<file path="config.mk">
export PLATFORM = sky130hd
export DESIGN_NAME = amd_queue
export DESIGN_NICKNAME = d
export VERILOG_FILES = /design/src/rtl/amd_pkg.sv /design/src/rtl/amd_queue.sv
export SDC_FILE = /design/constraint.sdc
export NUM_CORES = 1
export LEC_CHECK = 0
export BUFFER_PORTS_ARGS = -buffer_cell sky130_fd_sc_hd__buf_2
export CORE_MARGIN = 8
export CORE_UTILIZATION = 51
export CTS_BUF_LIST = sky130_fd_sc_hd__clkbuf_16
export DETAILED_ROUTE_END_ITERATION = 8
export PLACE_DENSITY_LB_ADDON = 0.15
export SLEW_MARGIN = 15
export SYNTH_ARGS = -nofsm -noshare
export SYNTH_HDL_FRONTEND = slang
export SYNTH_SLANG_ARGS = --single-unit
</file>
<file path="constraint.sdc">
create_clock -name clk -period 2.5 [get_ports clk]
set_input_delay 0.25 -clock clk [delete_from_list [all_inputs] [get_ports clk]]
set_output_delay 0.25 -clock clk [all_outputs]
set_load 0.02 [all_outputs]
</file>
<file path="src/rtl/amd_pkg.sv">
// Shared types and constants for the accelerometer motion detector.
// No dependencies; every other rtl file imports this package.
package amd_pkg;

  localparam int AXIS_W        = 16;
  localparam int SQUARE_W      = 31;
  localparam int SUMSQ_W       = 32;
  localparam int MAG_W         = 16;
  localparam int PCT_W         = 7;
  localparam int RUN_W         = 8;
  localparam int CFG_DATA_W    = 16;
  localparam int CFG_INDEX_W   = 3;

  localparam int LEARN_SAMPLES = 25;
  localparam int LEARN_CNT_W   = 8;
  localparam int LEARN_SUM_W   = 24;

  localparam int ROOT_STEPS    = SUMSQ_W / 2;
  localparam int ROOT_CNT_W    = $clog2(ROOT_STEPS);
  localparam int ROOT_REM_W    = MAG_W + 1;

  // Constant division by reciprocal multiply plus one correction step.
  localparam int PCT_SCALE     = 100;
  localparam int DIVISOR_W     = 8;
  localparam int DIV_NUM_W     = 24;
  localparam int RECIP_SHIFT   = 30;
  localparam int RECIP_W       = 31;
  localparam int DIV_PROD_W    = DIV_NUM_W + RECIP_W;
  localparam int THRESH_W      = 17;
  localparam logic [RECIP_W-1:0] RECIP_LEARN =
    RECIP_W'((64'd1 << RECIP_SHIFT) / LEARN_SAMPLES);
  localparam logic [RECIP_W-1:0] RECIP_PCT =
    RECIP_W'((64'd1 << RECIP_SHIFT) / PCT_SCALE);

  localparam int TRACK_SHIFT   = 8;

  localparam int QUEUE_DEPTH   = 2;
  localparam int QUEUE_PTR_W   = $clog2(QUEUE_DEPTH);
  localparam int QUEUE_CNT_W   = $clog2(QUEUE_DEPTH + 1);

  // Configuration register indexes
  localparam logic [CFG_INDEX_W-1:0] REG_ON_PERCENT     = 3'd0;
  localparam logic [CFG_INDEX_W-1:0] REG_OFF_PERCENT    = 3'd1;
  localparam logic [CFG_INDEX_W-1:0] REG_ON_RUN_LENGTH  = 3'd2;
  localparam logic [CFG_INDEX_W-1:0] REG_OFF_RUN_LENGTH = 3'd3;
  localparam logic [CFG_INDEX_W-1:0] REG_REST_MINIMUM   = 3'd4;

  localparam logic [PCT_W-1:0] ON_PCT_RESET  = 7'd25;
  localparam logic [PCT_W-1:0] OFF_PCT_RESET = 7'd12;
  localparam logic [RUN_W-1:0] ON_RUN_RESET  = 8'd3;
  localparam logic [RUN_W-1:0] OFF_RUN_RESET = 8'd15;
  localparam logic [MAG_W-1:0] REST_MIN_RESET = 16'd100;

  typedef struct packed {
    logic signed [AXIS_W-1:0] accel_x;
    logic signed [AXIS_W-1:0] accel_y;
    logic signed [AXIS_W-1:0] accel_z;
  } amd_in_t;

  typedef struct packed {
    logic             motion;
    logic             motion_changed;
    logic [MAG_W-1:0] magnitude;
    logic [MAG_W-1:0] deviation;
    logic [MAG_W-1:0] rest_level;
    logic             learned;
  } amd_out_t;

  typedef struct packed {
    logic [PCT_W-1:0] on_percent;
    logic [PCT_W-1:0] off_percent;
    logic [RUN_W-1:0] on_run_length;
    logic [RUN_W-1:0] off_run_length;
    logic [MAG_W-1:0] rest_minimum;
  } amd_cfg_t;

endpackage

</file>
<file path="src/rtl/amd_queue.sv">
// Short queue of summed squares between the front end and the back end.
// Depends on amd_pkg.
module amd_queue (
  input  logic                        clk,
  input  logic                        rst,
  input  logic                        push_valid,
  output logic                        push_ready,
  input  logic [amd_pkg::SUMSQ_W-1:0] push_data,
  output logic                        pop_valid,
  input  logic                        pop_ready,
  output logic [amd_pkg::SUMSQ_W-1:0] pop_data
);
  import amd_pkg::*;

  logic [SUMSQ_W-1:0]     entries [QUEUE_DEPTH];
  logic [QUEUE_PTR_W-1:0] wr_ptr;
  logic [QUEUE_PTR_W-1:0] rd_ptr;
  logic [QUEUE_CNT_W-1:0] count;
  logic                   push;
  logic                   pop;

  assign push_ready = count != QUEUE_CNT_W'(QUEUE_DEPTH);
  assign pop_valid  = count != '0;
  assign pop_data   = entries[rd_ptr];
  assign push       = push_valid && push_ready;
  assign pop        = pop_valid && pop_ready;

  always_ff @(posedge clk) begin
    if (rst) begin
      wr_ptr <= '0;
      rd_ptr <= '0;
      count  <= '0;
    end else begin
      if (push) begin
        wr_ptr <= wr_ptr + 1'b1;
      end
      if (pop) begin
        rd_ptr <= rd_ptr + 1'b1;
      end
      if (push && !pop) begin
        count <= count + 1'b1;
      end else if (pop && !push) begin
        count <= count - 1'b1;
      end
    end
  end

  always_ff @(posedge clk) begin
    if (push) begin
      entries[wr_ptr] <= push_data;
    end
  end

  a_count_bound: assert property (@(posedge clk) disable iff (rst)
    count <= QUEUE_CNT_W'(QUEUE_DEPTH))
    else $error("queue count beyond depth");

endmodule

</file>
# Word-level counts from Yosys, hierarchy flattened
# Memory sizes are Yosys's and may differ from the RTL's. A register that Yosys moved wholly into a read port is not among the register bits.
# Index checks and enable logic that the tools add are counted.
[totals]
romBits = 0
ramBits = 64
word_cells = 23
mem_count = 1
out_inout_bits = 34
latchBits = 0
input_bits = 36
regBits = 4
[classes]
order_cmp = 0
n_mux = 6
add_sub_neg = 4
reduce_logical = 8
bitwise = 0
div = 0
n_eq_ne = 1
mul = 0
n_shift = 0
[memory_table]
columns = ["memory", "depth", "word_bits", "read_ports", "rd_clocked_by_memory_dff", "wr", "line_no", "text"]
rows = [
  ["entries", 2, 32, 1, 1, 1, "amd_queue.sv:15", "logic [SUMSQ_W-1:0] entries [QUEUE_DEPTH];"],
]
[ops]
columns = ["op", "n"]
rows = [
  ["logical AND 1 bit", 4],
  ["two-way mux 1 bit", 4],
  ["two-way mux 2 bit", 2],
  ["nonzero test 2 bit", 2],
  ["adder 1 bit, second input constant", 2],
  ["adder 2 x 1 -> 2 bit, second input constant", 1],
  ["zero test 1 bit", 2],
  ["inequality test 2 bit, second input constant", 1],
  ["subtractor 2 x 1 -> 2 bit, second input constant", 1],
]

# Logic depth before layout (Yosys ltp)
[depth]
depth_word = 6
ltp_mapped = 6
mapped_depth_nobuf = 6

# Worst setup path after synthesis
# No wires, ideal clock.
[synth_timing]
path_type = "register -> register"
startpoint = "register count[0]"
endpoint = "memory entries[1][0], enable pin"
required_time_ps = 2108
slack_ps = 547
n_path_buf = 0
setup_time_ps = 392
path_stages_with_launch = 3
arrival_time_ps = 1561
period_less_slack_ps = 1953
path_cell_list = "dfxtp_1 > nand2b_1 > and3_1"
[synth_between]
elab_chain_len = 4
[synth_rtl]
columns = ["item", "line_no", "text"]
rows = [
  ["start, declared", "amd_queue.sv:18", "logic [QUEUE_CNT_W-1:0] count;"],
  ["start signal, assigned", "amd_queue.sv:41", "count <= count + 1'b1;"],
  ["start signal, assigned", "amd_queue.sv:43", "count <= count - 1'b1;"],
  ["inequality test 2 bit", "amd_queue.sv:22", "assign push_ready = count != QUEUE_CNT_W'(QUEUE_DEPTH);"],
  ["named net push_ready", "amd_queue.sv:7", "output logic push_ready,"],
  ["logical AND 1 bit", "amd_queue.sv:25", "assign push = push_valid && push_ready;"],
  ["two-way mux 1 bit", "amd_queue.sv:49", "if (push) begin"],
  ["two-way mux 1 bit (not written as such)", "amd_queue.sv:50", "entries[wr_ptr] <= push_data;"],
  ["end, declared", "amd_queue.sv:15", ""],
]
# The timed path passes the listed nets, and every way through them passes these cells.

==> flow_metrics.tcl <==
set metrics [dict create \
    status "finished, final reports clean" \
    final_util 0.680 \
    ant_nets 0 \
    ctsResizeCount 0 \
    ios 70 \
    insertion_delay_ns 0.32 \
    cp_top_family "buffers and inverters" \
    synth-seq-area-share 0.801 \
    die-area_sq_mm 0.00746 \
    power.combinational.fraction 0.269 \
    cp.required_ns 2.25 \
    n_antenna_cell 0 \
    p_seq_frac 0.430 \
    cts_sinks 69 \
    gp_congestion 0.677 \
    critPathArrivalTime_ns 1.45 \
    r2r_slack_ns 0.85 \
    power.density_mw_per_mm2 1080 \
    timing.hold.ws_ns 0.122 \
    dpl.hpwl_microns 3380 \
    maxCapViolCount 0 \
    layout-drive-gt1-share 0.555 \
    synth_cell_types 19 \
    tritoncts "yes" \
    holdPathEnd "entries[0][2]" \
    finalSetupViolCount 0 \
    cts_buffers 9 \
    ys_warn_count 0 \
    synth_cells 124 \
    die_h_microns 86.4 \
    port-buffer-count 69 \
    grt_pass1_vias 1537 \
    start_kind "flop" \
    grt_use_met2 0.222 \
    gr-total-overflow 0 \
    worst_pin_slew_ns 0.315 \
    hp-start "push_data[2]" \
    start_util 0.531 \
    cts_setup_buffers 0 \
    crit_buf_inv 2 \
    area_delta_synth_final_pct 28.0 \
    ff2ff_path_depth 5 \
    hold_buffers 0 \
    hp-class "in2reg" \
    criticalPathCategory "reg2out" \
    timing.final.hold_violations 0 \
    grt.busiest_layer "met2" \
    nFillCells 354 \
    r2r-end "count[1]" \
    drt-wirelength-per-cell_microns 16.7 \
    coreArea_sq_mm 0.00475 \
    crit_path_max_fanout 19 \
    htree_levels 3 \
    cts_root_buffer "clkbuf_16" \
    gr-usage-all-layers 0.129 \
    synthesis.nets 161 \
    period_needed_ns 1.70 \
    vias 1356 \
    synth-seq-cells 69 \
    max_slew_margin 0.788 \
    cts_buffer_depth 2 \
    clk_pin_slew_worst_paths_ns 0.05 \
    holdPathStages 1 \
    timing.rr.start "count[0]" \
    wirelength_microns 4630 \
    crit_chain "buf_4 -> mux2_2 -> buf_2" \
    ir_drop_mv 0.691 \
    dr.pass1.iters 4 \
    die_x_microns 86.4 \
    num_rows 25 \
    drt_iter0_drc 83 \
    cp-end-kind "primary output" \
    power_frac_clock 0.300 \
    final_nets 243 \
    switchingPower_uw 1000 \
    avgSynthCellArea_sq_um 20.4 \
    rsz0062_at_grt "no" \
    grt_pass1_wl_microns 7160 \
    netlist_area_sq_mm 0.00252 \
    antenna_found_initial 0 \
    internal-power_uw 2480 \
    critPathSlowestCell "mux2_2" \
    report.final.slew_viol_count 0 \
    drcViolationCount 0 \
    grt_max_degree 20 \
    grtUsageMet3 0.0510 \
    netSwitchingFraction 0.288 \
    avgViaCountPerCell 4.88 \
    period_share 0.681 \
    slowest_delay_ns 0.38 \
    clock_skew_ns 0.00352 \
    p_leak_uw 0.00126 \
    finalSetupTns_ns 0 \
    met1_usage 0.129 \
    max_clock_freq_mhz 587 \
]
routing by layer:
layer  part of all wire  vias up
met2               0.53       44
li1                   -      645
met1               0.39      662
met5                  0        -
met3              0.068        5
met4              0.012        0
cell families after synthesis:
logic type               after synthesis  share of synthesized area
AO/OA/AOI/OAI                          5                     0.0119
XOR/XNOR                               3                     0.0104
adder cells (fa/ha/maj)                1                    0.00495
buffers and inverters                  5                    0.00941
flip-flops                            69                      0.801
multiplexers                          32                      0.143
AND/OR/NAND/NOR                        9                     0.0198
synthesized netlist by cell type:
library cell,number,area (sq um)
nand2b_1,1,6.26
and3_1,1,6.26
o21ai_0,2,10.0
mux2_1,2,22.5
edfxtp_1,64,1920
nand3b_1,1,7.51
inv_1,1,3.75
ha_1,1,12.5
buf_2,3,15.0
clkbuf_2,1,5.00
mux2_2,30,338
nor2_1,3,11.3
a21bo_2,1,10.0
or3_1,1,6.26
xor2_1,3,26.3
or2_2,1,6.26
a21oi_1,2,10.0
and2_1,1,6.26
dfxtp_1,5,100
registers in the layout (all words and copies together) (netlist names), named ones only:
signal   cells
count        2
entries     64
rd_ptr       1
wr_ptr       1
placed cells by master, fill, tap and decap left out, drive strengths merged:
master  netlist  layout
clkinv        0       3
and3          1       1
nor2          3       3
buf           3      75
mux2         32      32
dfxtp         5       5
ha            1       1
a21bo         1       1
inv           1       5
or2           1       1
and2          1       1
nand3b        1       1
o21ai         2       2
clkbuf        1       9
xor2          3       3
or3           1       1
a21oi         2       2
nand2b        1       1
edfxtp       64      64
power by group through the flow:
stage               clock, uW  combinational (uW)  sequential (uW)
floorplan                   0                 652             1510
global placement            0                 930             1510
detailed placement          0                 954             1520
CTS                      1070                 958             1500
global route             1120                1010             1510
finish                   1050                 938             1500
how the worst max path moves through the flow:
stage | endpoint | slack, ns | depth (start not counted)
finish | pop_data[15] | 0.80 | 3
global route | pop_data[15] | 0.73 | 3
CTS | pop_data[15] | 0.77 | 3
detailed placement | count[1] | 0.89 | 5
global placement | count[1] | 0.96 | 5
floorplan | entries[1][0] | 0.55 | 2
worst reg2reg max path, stage by stage (launching register included):
cell	delay [ns]
dfxtp_1	0.34
nand2b_1	0.21
and2_1	0.19
ha_1	0.33
or3_1	0.36
a21oi_1	0.15
through the flow:
stage,power (uW),setup WS (ns),area [sq um],instances
5_1_grt,3640,0.734,3230,278
2_1_floorplan,2160,0.547,2520,124
3_3_place_gp,2440,0.959,2980,262
4_1_cts,3520,0.773,3230,278
3_5_place_dp,2480,0.890,2980,262
6_report,3480,0.798,3230,278
final cells by class:
cell class / instances / area (sq um) / area share
Sequential cell: 69 / 2020 / 0.626
Timing Repair Buffer: 75 / 390 / 0.121
Multi-Input combinational cell: 50 / 479 / 0.148
Inverter: 1 / 3.75 / 0.00116
Tap cell: 67 / 83.8 / 0.0259
Clock buffer: 9 / 225 / 0.0697
Clock inverter: 7 / 27.5 / 0.00852
Power figures use the tool's default switching activity.
