### config.mk
export PLATFORM = sky130hd
export DESIGN_NAME = amd_front
export DESIGN_NICKNAME = d
export VERILOG_FILES = /design/src/rtl/amd_pkg.sv /design/src/rtl/amd_front.sv
export SDC_FILE = /design/constraint.sdc
export NUM_CORES = 1
export LEC_CHECK = 0
export BUFFER_PORTS_ARGS = -buffer_cell sky130_fd_sc_hd__buf_2
export CAP_MARGIN = 30
export CORE_MARGIN = 10
export CORE_UTILIZATION = 70
export CTS_BUF_LIST = sky130_fd_sc_hd__clkbuf_4
export DETAILED_ROUTE_END_ITERATION = 10
export GPL_TIMING_DRIVEN = 1
export PLACE_DENSITY_LB_ADDON = 0.05
export SLEW_MARGIN = 20
export SYNTH_ARGS = -nofsm -noshare
export SYNTH_HDL_FRONTEND = slang
export SYNTH_SLANG_ARGS = --single-unit
### constraint.sdc
create_clock -name clk -period 23.4 [get_ports clk]
set_input_delay 4.68 -clock clk [delete_from_list [all_inputs] [get_ports clk]]
set_output_delay 4.68 -clock clk [all_outputs]
set_load 0.05 [all_outputs]
### src/rtl/amd_pkg.sv
// Shared types and constants for the accelerometer motion detector.
// No dependencies; every other rtl file imports this package.
package amd_pkg;

  localparam int AXIS_W        = 16;
  localparam int SQUARE_W      = 31;
  localparam int SUMSQ_W       = 32;
  localparam int MAG_W         = 16;
  localparam int PCT_W         = 7;
  localparam int RUN_W         = 8;
  localparam int CFG_DATA_W    = 16;
  localparam int CFG_INDEX_W   = 3;

  localparam int LEARN_SAMPLES = 25;
  localparam int LEARN_CNT_W   = 8;
  localparam int LEARN_SUM_W   = 24;

  localparam int ROOT_STEPS    = SUMSQ_W / 2;
  localparam int ROOT_CNT_W    = $clog2(ROOT_STEPS);
  localparam int ROOT_REM_W    = MAG_W + 1;

  // Constant division by reciprocal multiply plus one correction step.
  localparam int PCT_SCALE     = 100;
  localparam int DIVISOR_W     = 8;
  localparam int DIV_NUM_W     = 24;
  localparam int RECIP_SHIFT   = 30;
  localparam int RECIP_W       = 31;
  localparam int DIV_PROD_W    = DIV_NUM_W + RECIP_W;
  localparam int THRESH_W      = 17;
  localparam logic [RECIP_W-1:0] RECIP_LEARN =
    RECIP_W'((64'd1 << RECIP_SHIFT) / LEARN_SAMPLES);
  localparam logic [RECIP_W-1:0] RECIP_PCT =
    RECIP_W'((64'd1 << RECIP_SHIFT) / PCT_SCALE);

  localparam int TRACK_SHIFT   = 8;

  localparam int QUEUE_DEPTH   = 2;
  localparam int QUEUE_PTR_W   = $clog2(QUEUE_DEPTH);
  localparam int QUEUE_CNT_W   = $clog2(QUEUE_DEPTH + 1);

  // Configuration register indexes
  localparam logic [CFG_INDEX_W-1:0] REG_ON_PERCENT     = 3'd0;
  localparam logic [CFG_INDEX_W-1:0] REG_OFF_PERCENT    = 3'd1;
  localparam logic [CFG_INDEX_W-1:0] REG_ON_RUN_LENGTH  = 3'd2;
  localparam logic [CFG_INDEX_W-1:0] REG_OFF_RUN_LENGTH = 3'd3;
  localparam logic [CFG_INDEX_W-1:0] REG_REST_MINIMUM   = 3'd4;

  localparam logic [PCT_W-1:0] ON_PCT_RESET  = 7'd25;
  localparam logic [PCT_W-1:0] OFF_PCT_RESET = 7'd12;
  localparam logic [RUN_W-1:0] ON_RUN_RESET  = 8'd3;
  localparam logic [RUN_W-1:0] OFF_RUN_RESET = 8'd15;
  localparam logic [MAG_W-1:0] REST_MIN_RESET = 16'd100;

  typedef struct packed {
    logic signed [AXIS_W-1:0] accel_x;
    logic signed [AXIS_W-1:0] accel_y;
    logic signed [AXIS_W-1:0] accel_z;
  } amd_in_t;

  typedef struct packed {
    logic             motion;
    logic             motion_changed;
    logic [MAG_W-1:0] magnitude;
    logic [MAG_W-1:0] deviation;
    logic [MAG_W-1:0] rest_level;
    logic             learned;
  } amd_out_t;

  typedef struct packed {
    logic [PCT_W-1:0] on_percent;
    logic [PCT_W-1:0] off_percent;
    logic [RUN_W-1:0] on_run_length;
    logic [RUN_W-1:0] off_run_length;
    logic [MAG_W-1:0] rest_minimum;
  } amd_cfg_t;

endpackage

### src/rtl/amd_front.sv
// Front end: accepts samples, squares the three axes and sums them.
// Depends on amd_pkg.
module amd_front (
  input  logic                    clk,
  input  logic                    rst,
  input  logic                    in_valid,
  output logic                    in_ready,
  input  amd_pkg::amd_in_t        in_item,
  output logic                    push_valid,
  input  logic                    push_ready,
  output logic [amd_pkg::SUMSQ_W-1:0] push_data
);
  import amd_pkg::*;

  logic                sq_valid;
  logic [SQUARE_W-1:0] sq_x;
  logic [SQUARE_W-1:0] sq_y;
  logic [SQUARE_W-1:0] sq_z;
  logic [AXIS_W-1:0]   abs_x;
  logic [AXIS_W-1:0]   abs_y;
  logic [AXIS_W-1:0]   abs_z;
  logic [SUMSQ_W-1:0]  prod_x;
  logic [SUMSQ_W-1:0]  prod_y;
  logic [SUMSQ_W-1:0]  prod_z;

  // Magnitude of -32768 is 0x8000 read as unsigned, which is exact.
  always_comb begin
    abs_x  = in_item.accel_x[AXIS_W-1] ? AXIS_W'(-in_item.accel_x) : in_item.accel_x;
    abs_y  = in_item.accel_y[AXIS_W-1] ? AXIS_W'(-in_item.accel_y) : in_item.accel_y;
    abs_z  = in_item.accel_z[AXIS_W-1] ? AXIS_W'(-in_item.accel_z) : in_item.accel_z;
    prod_x = SUMSQ_W'(abs_x) * SUMSQ_W'(abs_x);
    prod_y = SUMSQ_W'(abs_y) * SUMSQ_W'(abs_y);
    prod_z = SUMSQ_W'(abs_z) * SUMSQ_W'(abs_z);
  end

  assign in_ready   = !sq_valid || push_ready;
  assign push_valid = sq_valid;
  assign push_data  = SUMSQ_W'(sq_x) + SUMSQ_W'(sq_y) + SUMSQ_W'(sq_z);

  always_ff @(posedge clk) begin
    if (rst) begin
      sq_valid <= 1'b0;
    end else if (in_valid && in_ready) begin
      sq_valid <= 1'b1;
    end else if (push_ready) begin
      sq_valid <= 1'b0;
    end
  end

  always_ff @(posedge clk) begin
    if (in_valid && in_ready) begin
      sq_x <= prod_x[SQUARE_W-1:0];
      sq_y <= prod_y[SQUARE_W-1:0];
      sq_z <= prod_z[SQUARE_W-1:0];
    end
  end

endmodule

# Yosys cells after proc, flatten, opt, wreduce, memory -nomap -nowiden
# Index checks and enable logic that the tools add are counted.
# word_totals
regBits	94
wordCells	21
out_inout_bits	34
inputBits	52
# op_classes
mul	3
n_mux	5
add_sub_neg	5
n_reduce_logical	4
# op_table
operator	count
16-bit by 16-bit multiplier with 31-bit output	3
16-bit two-way mux	3
16-bit negator	3
31-bit by 31-bit adder with 32-bit output	1
32-bit by 31-bit adder with 32-bit output	1
1-bit two-way mux	2
2-bit nonzero test	1
1-bit logical AND	1
1-bit logical NOT	1
1-bit logical OR	1

# Logic depth before layout (Yosys ltp)
# Gate-level depths: netlist of the first run.
# depth
depth_word	4
depth_mapped	31
depth_no_buf	30

# Least setup slack after synthesis of the first run
# No wires, ideal clock.
# synth_path
kind	input to register
startpoint	input port in_item[0] (netlist name)
endpoint	register sq_z[28], data pin
path_buffers	1
setup_slack_ns	11.436
setup_ns	0.135
t_arrival_ns	11.829
cell_stages	27
cell_sequence	inv_1 clkbuf_1 ha_1 nand2_1 o31ai_1 nand2_1 xnor2_1 clkinv_1 nand2_1 fa_1 inv_1 fa_1 fa_1 fa_1 fa_1 inv_1 fa_1 inv_1 ha_1 a21o_1 a221o_1 a31oi_1 o311ai_0 a31o_2 a31o_2 or4_1 nand3_1
# synth_via
elab_chain_cells	3
# synth_rtl
element	line	text
start, declared	amd_front.sv:8	input amd_pkg::amd_in_t in_item,
16-bit negator	amd_front.sv:30	abs_z = in_item.accel_z[AXIS_W-1] ? AXIS_W'(-in_item.accel_z) : in_item.accel_z;
16-bit two-way mux (*)	amd_front.sv:30	
16-bit by 16-bit multiplier with 31-bit output (*)	amd_front.sv:33	prod_z = SUMSQ_W'(abs_z) * SUMSQ_W'(abs_z);
via prod_z[28]	amd_front.sv:24	logic [SUMSQ_W-1:0] prod_z;
end signal, assigned	amd_front.sv:54	sq_z <= prod_z[SQUARE_W-1:0];
end, declared	amd_front.sv:18	logic [SQUARE_W-1:0] sq_z;
# Mark *: on every way through the listed nets, which the timed path passes. The rest lies on a longest branch.
# A chain may end at the register's enable or synchronous reset.

# Worst setup path after layout of the first run
# layout_path
startpoint	input port in_item[32] (netlist name)
endpoint	register sq_x[29], data pin
# layout_via
elab_chain_cells	3
# layout_rtl
element	line	text
16-bit negator	amd_front.sv:28	abs_x = in_item.accel_x[AXIS_W-1] ? AXIS_W'(-in_item.accel_x) : in_item.accel_x;
16-bit two-way mux (*)	amd_front.sv:28	
16-bit by 16-bit multiplier with 31-bit output (*)	amd_front.sv:31	prod_x = SUMSQ_W'(abs_x) * SUMSQ_W'(abs_x);
via prod_x[29]	amd_front.sv:22	logic [SUMSQ_W-1:0] prod_x;
end signal, assigned	amd_front.sv:52	sq_x <= prod_x[SQUARE_W-1:0];
end, declared	amd_front.sv:16	logic [SQUARE_W-1:0] sq_x;
# Marks and branches as above.

==> impl_metrics.yaml, run 1 <==
status:
  outcome: "finished clean"
worst_hold_path:
  hold_depth: 2
  hold_end: "push_valid"
  hold_path_class: "reg2reg"
  min_from: "push_valid"
clocking:
  cts_buffer_depth: 2
  h-tree-depth: 3
  cts_sinks: 91
  post_cts_resized: 0
  clock_latency_ns: 0.49
  cts_setup_buffers: 0
  cts_tree: "built"
  hold_buffers: 0
  clk_pin_slew_ns: 0.18
  cts_made_buffers: 9
  root_buffer: "clkbuf_4"
setup_path:
  crit_path_max_fanout: 17
  r2r_start: "push_valid"
  reg2reg_depth: 4
  r2r_setup_slack_ns: 21.60
  start_kind: "input port"
  crit_path_end_kind: "flop"
  r2r_end: "sq_z[28]"
  path_buf_inv: 6
  max_stage_delay_ns: 0.77
  crit_path_frequent_cell: "fa_1"
  crit_family: "adder cells"
  critical_path_required_ns: 23.67
  path_class: "in2reg"
  crit_slowest_cell: "xor2_1"
  cp.arrival_ns: 13.13
logic_synthesis:
  synth_top_area_share_pct: 39.6
  synth_cell_types: 73
  syn_area_mm2: 0.0263
  synth_cells: 2812
  synth.ff_latch_count: 91
  synthFlopType: "edfxtp_1"
  ys.warnings.count: 0
  postSynthAreaPerCell_um2: 9.36
  ys_async_sr_fraction_pct: 0
  synth_edf_count: 90
  synth_area_leaders: "fa_1 40%, ha_1 15%, edfxtp_1 10%"
  synth_seq_area_share_pct: 10.3
  yosys.area.top_type: "fa_1"
drt:
  drt_wl_total_um: 59900
  initialDrtViolationCount: 1264
  drcViolationCount: 0
  wl_per_cell_um: 17.4
  ant_nets: 0
  firstDrtPassIters: 7
  vias: 19300
  via_per_inst: 5.62
grt:
  antenna_found_initial: 1
  overflow: 0
  grt_pass1_vias: 21200
  track_usage_pct: 27.2
  grt_start_max_net_pins: 44
  grt_pass1_wl_um: 103000
finish:
  multi_input_area_mm2: 0.0209
  area_growth_syn_to_layout_pct: 5.23
  layout_common_cells: "711 x inv_1, 521 x fa_1, 314 x ha_1, 277 x nand2_1, 207 x nor2_1"
  n_antenna_cell: 0
  final_cell_area_mm2: 0.0277
  layout.nets: 3818
  final_common_cell: "inv_1"
  regArea_mm2: 0.00272
  layout-drive-gt1-share_pct: 5.31
  fill_cells: 2726
placed_design:
  placed_area_mm2: 0.0275
  place_hpwl_um: 52700
  place_ws_ns: 10.15
  placement.io_buffers: 85
  globalplace.congestion: 0.941
sta:
  skew_ns: 0.0147
  worstMarginPinSlew_ns: 0.989
  setup_viol: 0
  period_share_pct: 55.0
  slew_violations: 0
  rsz0062_at_grt: "no"
  hold_viol_final: 0
  slew_headroom_pct: 33.8
  fin_ws_ns: 10.54
  period_needed_ns: 12.86
  holdWs_ns: 0.545
  clock.fmax_ghz: 0.0777
  setup-tns-final_ns: 0
die:
  pin_count: 86
  coreArea_mm2: 0.0369
  fp.dieH_um: 214
  die_w_um: 214
  initial_utilization_pct: 71.4
  dieArea_mm2: 0.0458
  num_rows: 70
job:
  max_cap_violations: 0
==> registers in the layout, summed over array words and instances (netlist names) <==
signal	cells
sq_x	30
sq_z	30
sq_y	30
push_valid	1
==> cell families (layout without fill, tap and decap cells) <==
family / after synthesis / after routing / synth area share [%]
AOI/OAI and AO/OA: 326 / 326 / 8.13
xor gates and xnor gates: 166 / 166 / 5.55
adders and majority gates: 835 / 835 / 54.5
buffers and inverters: 766 / 856 / 11.0
DFF: 91 / 91 / 10.3
muxes: 2 / 2 / 0.0760
other: 2 / 36 / 0.0285
and+or+nand+nor: 624 / 624 / 10.4
==> worst max path at each step <==
stage                      from       end  slack, ns  depth (start not counted)
finish              in_item[32]  sq_x[29]      10.54                         26
global placement    in_item[32]  sq_x[28]      10.22                         25
CTS                 in_item[32]  sq_x[28]      10.70                         25
floorplan            in_item[0]  sq_z[28]      11.44                         27
detailed placement  in_item[32]  sq_x[28]      10.15                         25
global route        in_item[32]  sq_x[28]      10.10                         25
==> per-layer routing <==
| metal | track usage (%) | share of wire, % | vias to the layer above |
|---|---|---|---|
| met5 | 0 | 0.022 | - |
| met4 | 7.40 | 2.9 | 2 |
| met3 | 5.45 | 7.9 | 111 |
| met2 | 44.8 | 47 | 700 |
| met1 | 36.2 | 42 | 9578 |
| li1 | - | - | 8929 |
==> worst reg2reg max path: stages, from the launching register on <==
cell      delay, ns
dfxtp_1        0.35
nand2b_1       0.11
and2_4         0.21
buf_4          0.48
buf_12         0.32
==> metrics by stage <==
step,cells,util [%]
3_3_place_gp,3414,74.5
2_1_floorplan,2846,-
4_1_cts,3436,75.1
3_5_place_dp,3420,74.7
5_1_grt,3440,75.1
6_report,3440,75.1
==> Yosys cell counts (14+ instances only) <==
master    instances
nor2_1          207
a211oi_1         18
xor2_1           53
fa_1            521
o21ai_0          60
inv_1           711
nand2b_1         20
a21o_1           43
xnor2_1         112
nand2_1         277
a31oi_1          14
clkbuf_1         33
edfxtp_1         90
nor3_1           24
ha_1            314
a21oi_1          90
==> layout make-up <==
| class | count | area share (%) |
|---|---|---|
| inverters | 730 | 9.89 |
| repair buffers | 110 | 2.23 |
| multi-input cells | 1989 | 75.3 |
| clock buffers | 9 | 0.244 |
| flip-flops and latches | 91 | 9.83 |
| well taps | 504 | 2.28 |
| clock inverters | 7 | 0.275 |
Power of run 1 is not shown: default switching activity piles up to over one toggle a cycle in this logic, so the estimate is an artifact.
==> inputs of run 2 (changes only) <==
CORE_UTILIZATION = 60   (was 70)
clock period = 10.6 ns   (was 23.4 ns; I/O delays follow)
==> run 2 against run 1 <==
Critical path depth decreased by 1. Setup slack worse by 9.7 ns. Largest cell class unchanged. Utilization decreased by 10 points. Clock skew increased by 0.011 ns. Register-to-register slack worse by 13 ns. Cell area rose by 0.97%. Critical endpoint is now sq_x[28]. Wire length up 0.20%.
==> impl_metrics.yaml, run 2 (synthesis gave the netlist of run 1 again) <==
finish:
  final_cell_area_mm2: 0.0280
  final_cell_count_no_fill: 3544
  area_growth_syn_to_layout_pct: 6.24
  layout_common_cells: "711 x inv_1, 521 x fa_1, 314 x ha_1, 277 x nand2_1, 207 x nor2_1"
  layout.nets: 3840
  layout-drive-gt1-share_pct: 6.02
  top_regs: "sq_x: 30 flops, sq_y: 30 flops, sq_z: 30 flops"
  fill_cells: 3696
  final_common_cell: "inv_1"
drt:
  ant_nets: 0
  vias: 19200
  drcViolationCount: 0
  via_per_inst: 5.42
  firstDrtPassIters: 6
  wl_per_cell_um: 16.9
  initialDrtViolationCount: 1061
  drt_wl_total_um: 60000
placed_design:
  placed_area_mm2: 0.0278
  place_hpwl_um: 53100
  dpl.cell_count: 3527
  globalplace.congestion: 0.928
  placement.io_buffers: 85
die:
  dieArea_mm2: 0.0527
  coreArea_mm2: 0.0433
  num_rows: 76
  fp.dieH_um: 229
  initial_utilization_pct: 60.9
  die_w_um: 229
  pin_count: 86
sta:
  holdWs_ns: 0.542
  slew_headroom_pct: 38.1
  setup_viol: 0
  period_needed_ns: 9.79
  skew_ns: 0.0259
  worstMarginPinSlew_ns: 0.925
  period_share_pct: 92.4
  hold_viol_final: 0
  clock.fmax_ghz: 0.102
  slew_violations: 0
  rsz0062_at_grt: "no"
  setup-tns-final_ns: 0
clocking:
  cts_tree: "built"
  cts_sinks: 91
  root_buffer: "clkbuf_4"
  hold_buffers: 0
  post_cts_resized: 0
  clk_pin_slew_ns: 0.16
  cts_setup_buffers: 0
  cts_made_buffers: 9
  h-tree-depth: 3
  cts_buffer_depth: 2
  clock_latency_ns: 0.47
setup_path:
  crit_cells: 25
  start_kind: "input port"
  r2r_start: "push_valid"
  cp.arrival_ns: 9.99
  crit_path_max_fanout: 8
  crit_path_frequent_cell: "fa_1"
  startpoint: "in_item[35]"
  path_buf_inv: 6
  crit_slowest_cell: "xor2_1"
  max_stage_delay_ns: 0.70
  crit_family: "adder cells"
  r2r_setup_slack_ns: 8.60
  crit_path_end_kind: "flop"
  r2r_end: "sq_x[17]"
  critical_path_required_ns: 10.80
  path_class: "in2reg"
  endpoint: "sq_x[28]"
  reg2reg_depth: 3
grt:
  grt_start_max_net_pins: 55
  grt_pass1_vias: 20800
  antenna_found_initial: 2
  track_usage_pct: 23.7
  overflow: 0
  grt_pass1_wl_um: 102000
status:
  outcome: "finished clean"
worst_hold_path:
  hold_path_class: "reg2reg"
job:
  max_cap_violations: 0
[run 2: cell types whose count changed in the layout (fill, tap and decap cells not counted)]
| cell | change |
|---|---|
| inv_6 | -1 |
| buf_2 | -2 |
| inv_8 | -2 |
| bufinv_16 | +1 |
| clkinv_4 | +1 |
| buf_4 | +27 |
| diode_2 | +1 |
| buf_1 | -1 |
| buf_12 | -1 |
| clkinv_8 | -1 |
| clkinv_1 | +1 |
[run 2: how the worst min path moves through the flow]
stage,cells past startpoint,end,start
floorplan,2,push_valid,push_valid
global placement,2,push_valid,push_valid
detailed placement,2,push_valid,push_valid
CTS,2,push_valid,push_valid
global route,2,push_valid,push_valid
finish,2,push_valid,push_valid
[run 2: area by class of cell]
type | instances | area (um^2) | share of cell area (%)
timing repair buffer | 132 | 778 | 2.78
sequential | 91 | 2720 | 9.73
antenna | 1 | 2.50 | 0.00895
clock buffer | 10 | 75.1 | 0.268
multi-input combinational | 1989 | 20900 | 74.5
clock inverter | 6 | 71.3 | 0.255
tap | 585 | 732 | 2.62
inverter | 730 | 2740 | 9.80
[run 2: metrics by stage]
step,worst slack [ns],util (%)
final,0.807,64.7
after global routing,0.394,64.7
after CTS,0.923,64.6
after detailed placement,0.417,64.3
after global placement,0.438,64.3
after floorplan,1.20,-
[run 2: worst min-delay path: stages, from the launching register on]
cell and delay [ns]:
dfxtp_1 0.34, nand2b_1 0.11, a21oi_1 0.08
[run 2: metal layers]
layer / global-route usage, % / vias to the layer above / wire (um)
li1: - / 8962 / -
met1: 31.6 / 9668 / 25600
met2: 40.9 / 512 / 29700
met3: 3.14 / 65 / 3610
met4: 4.41 / 0 / 1080
met5: 0 / - / 0
Power of run 2 is left out for the same reason.
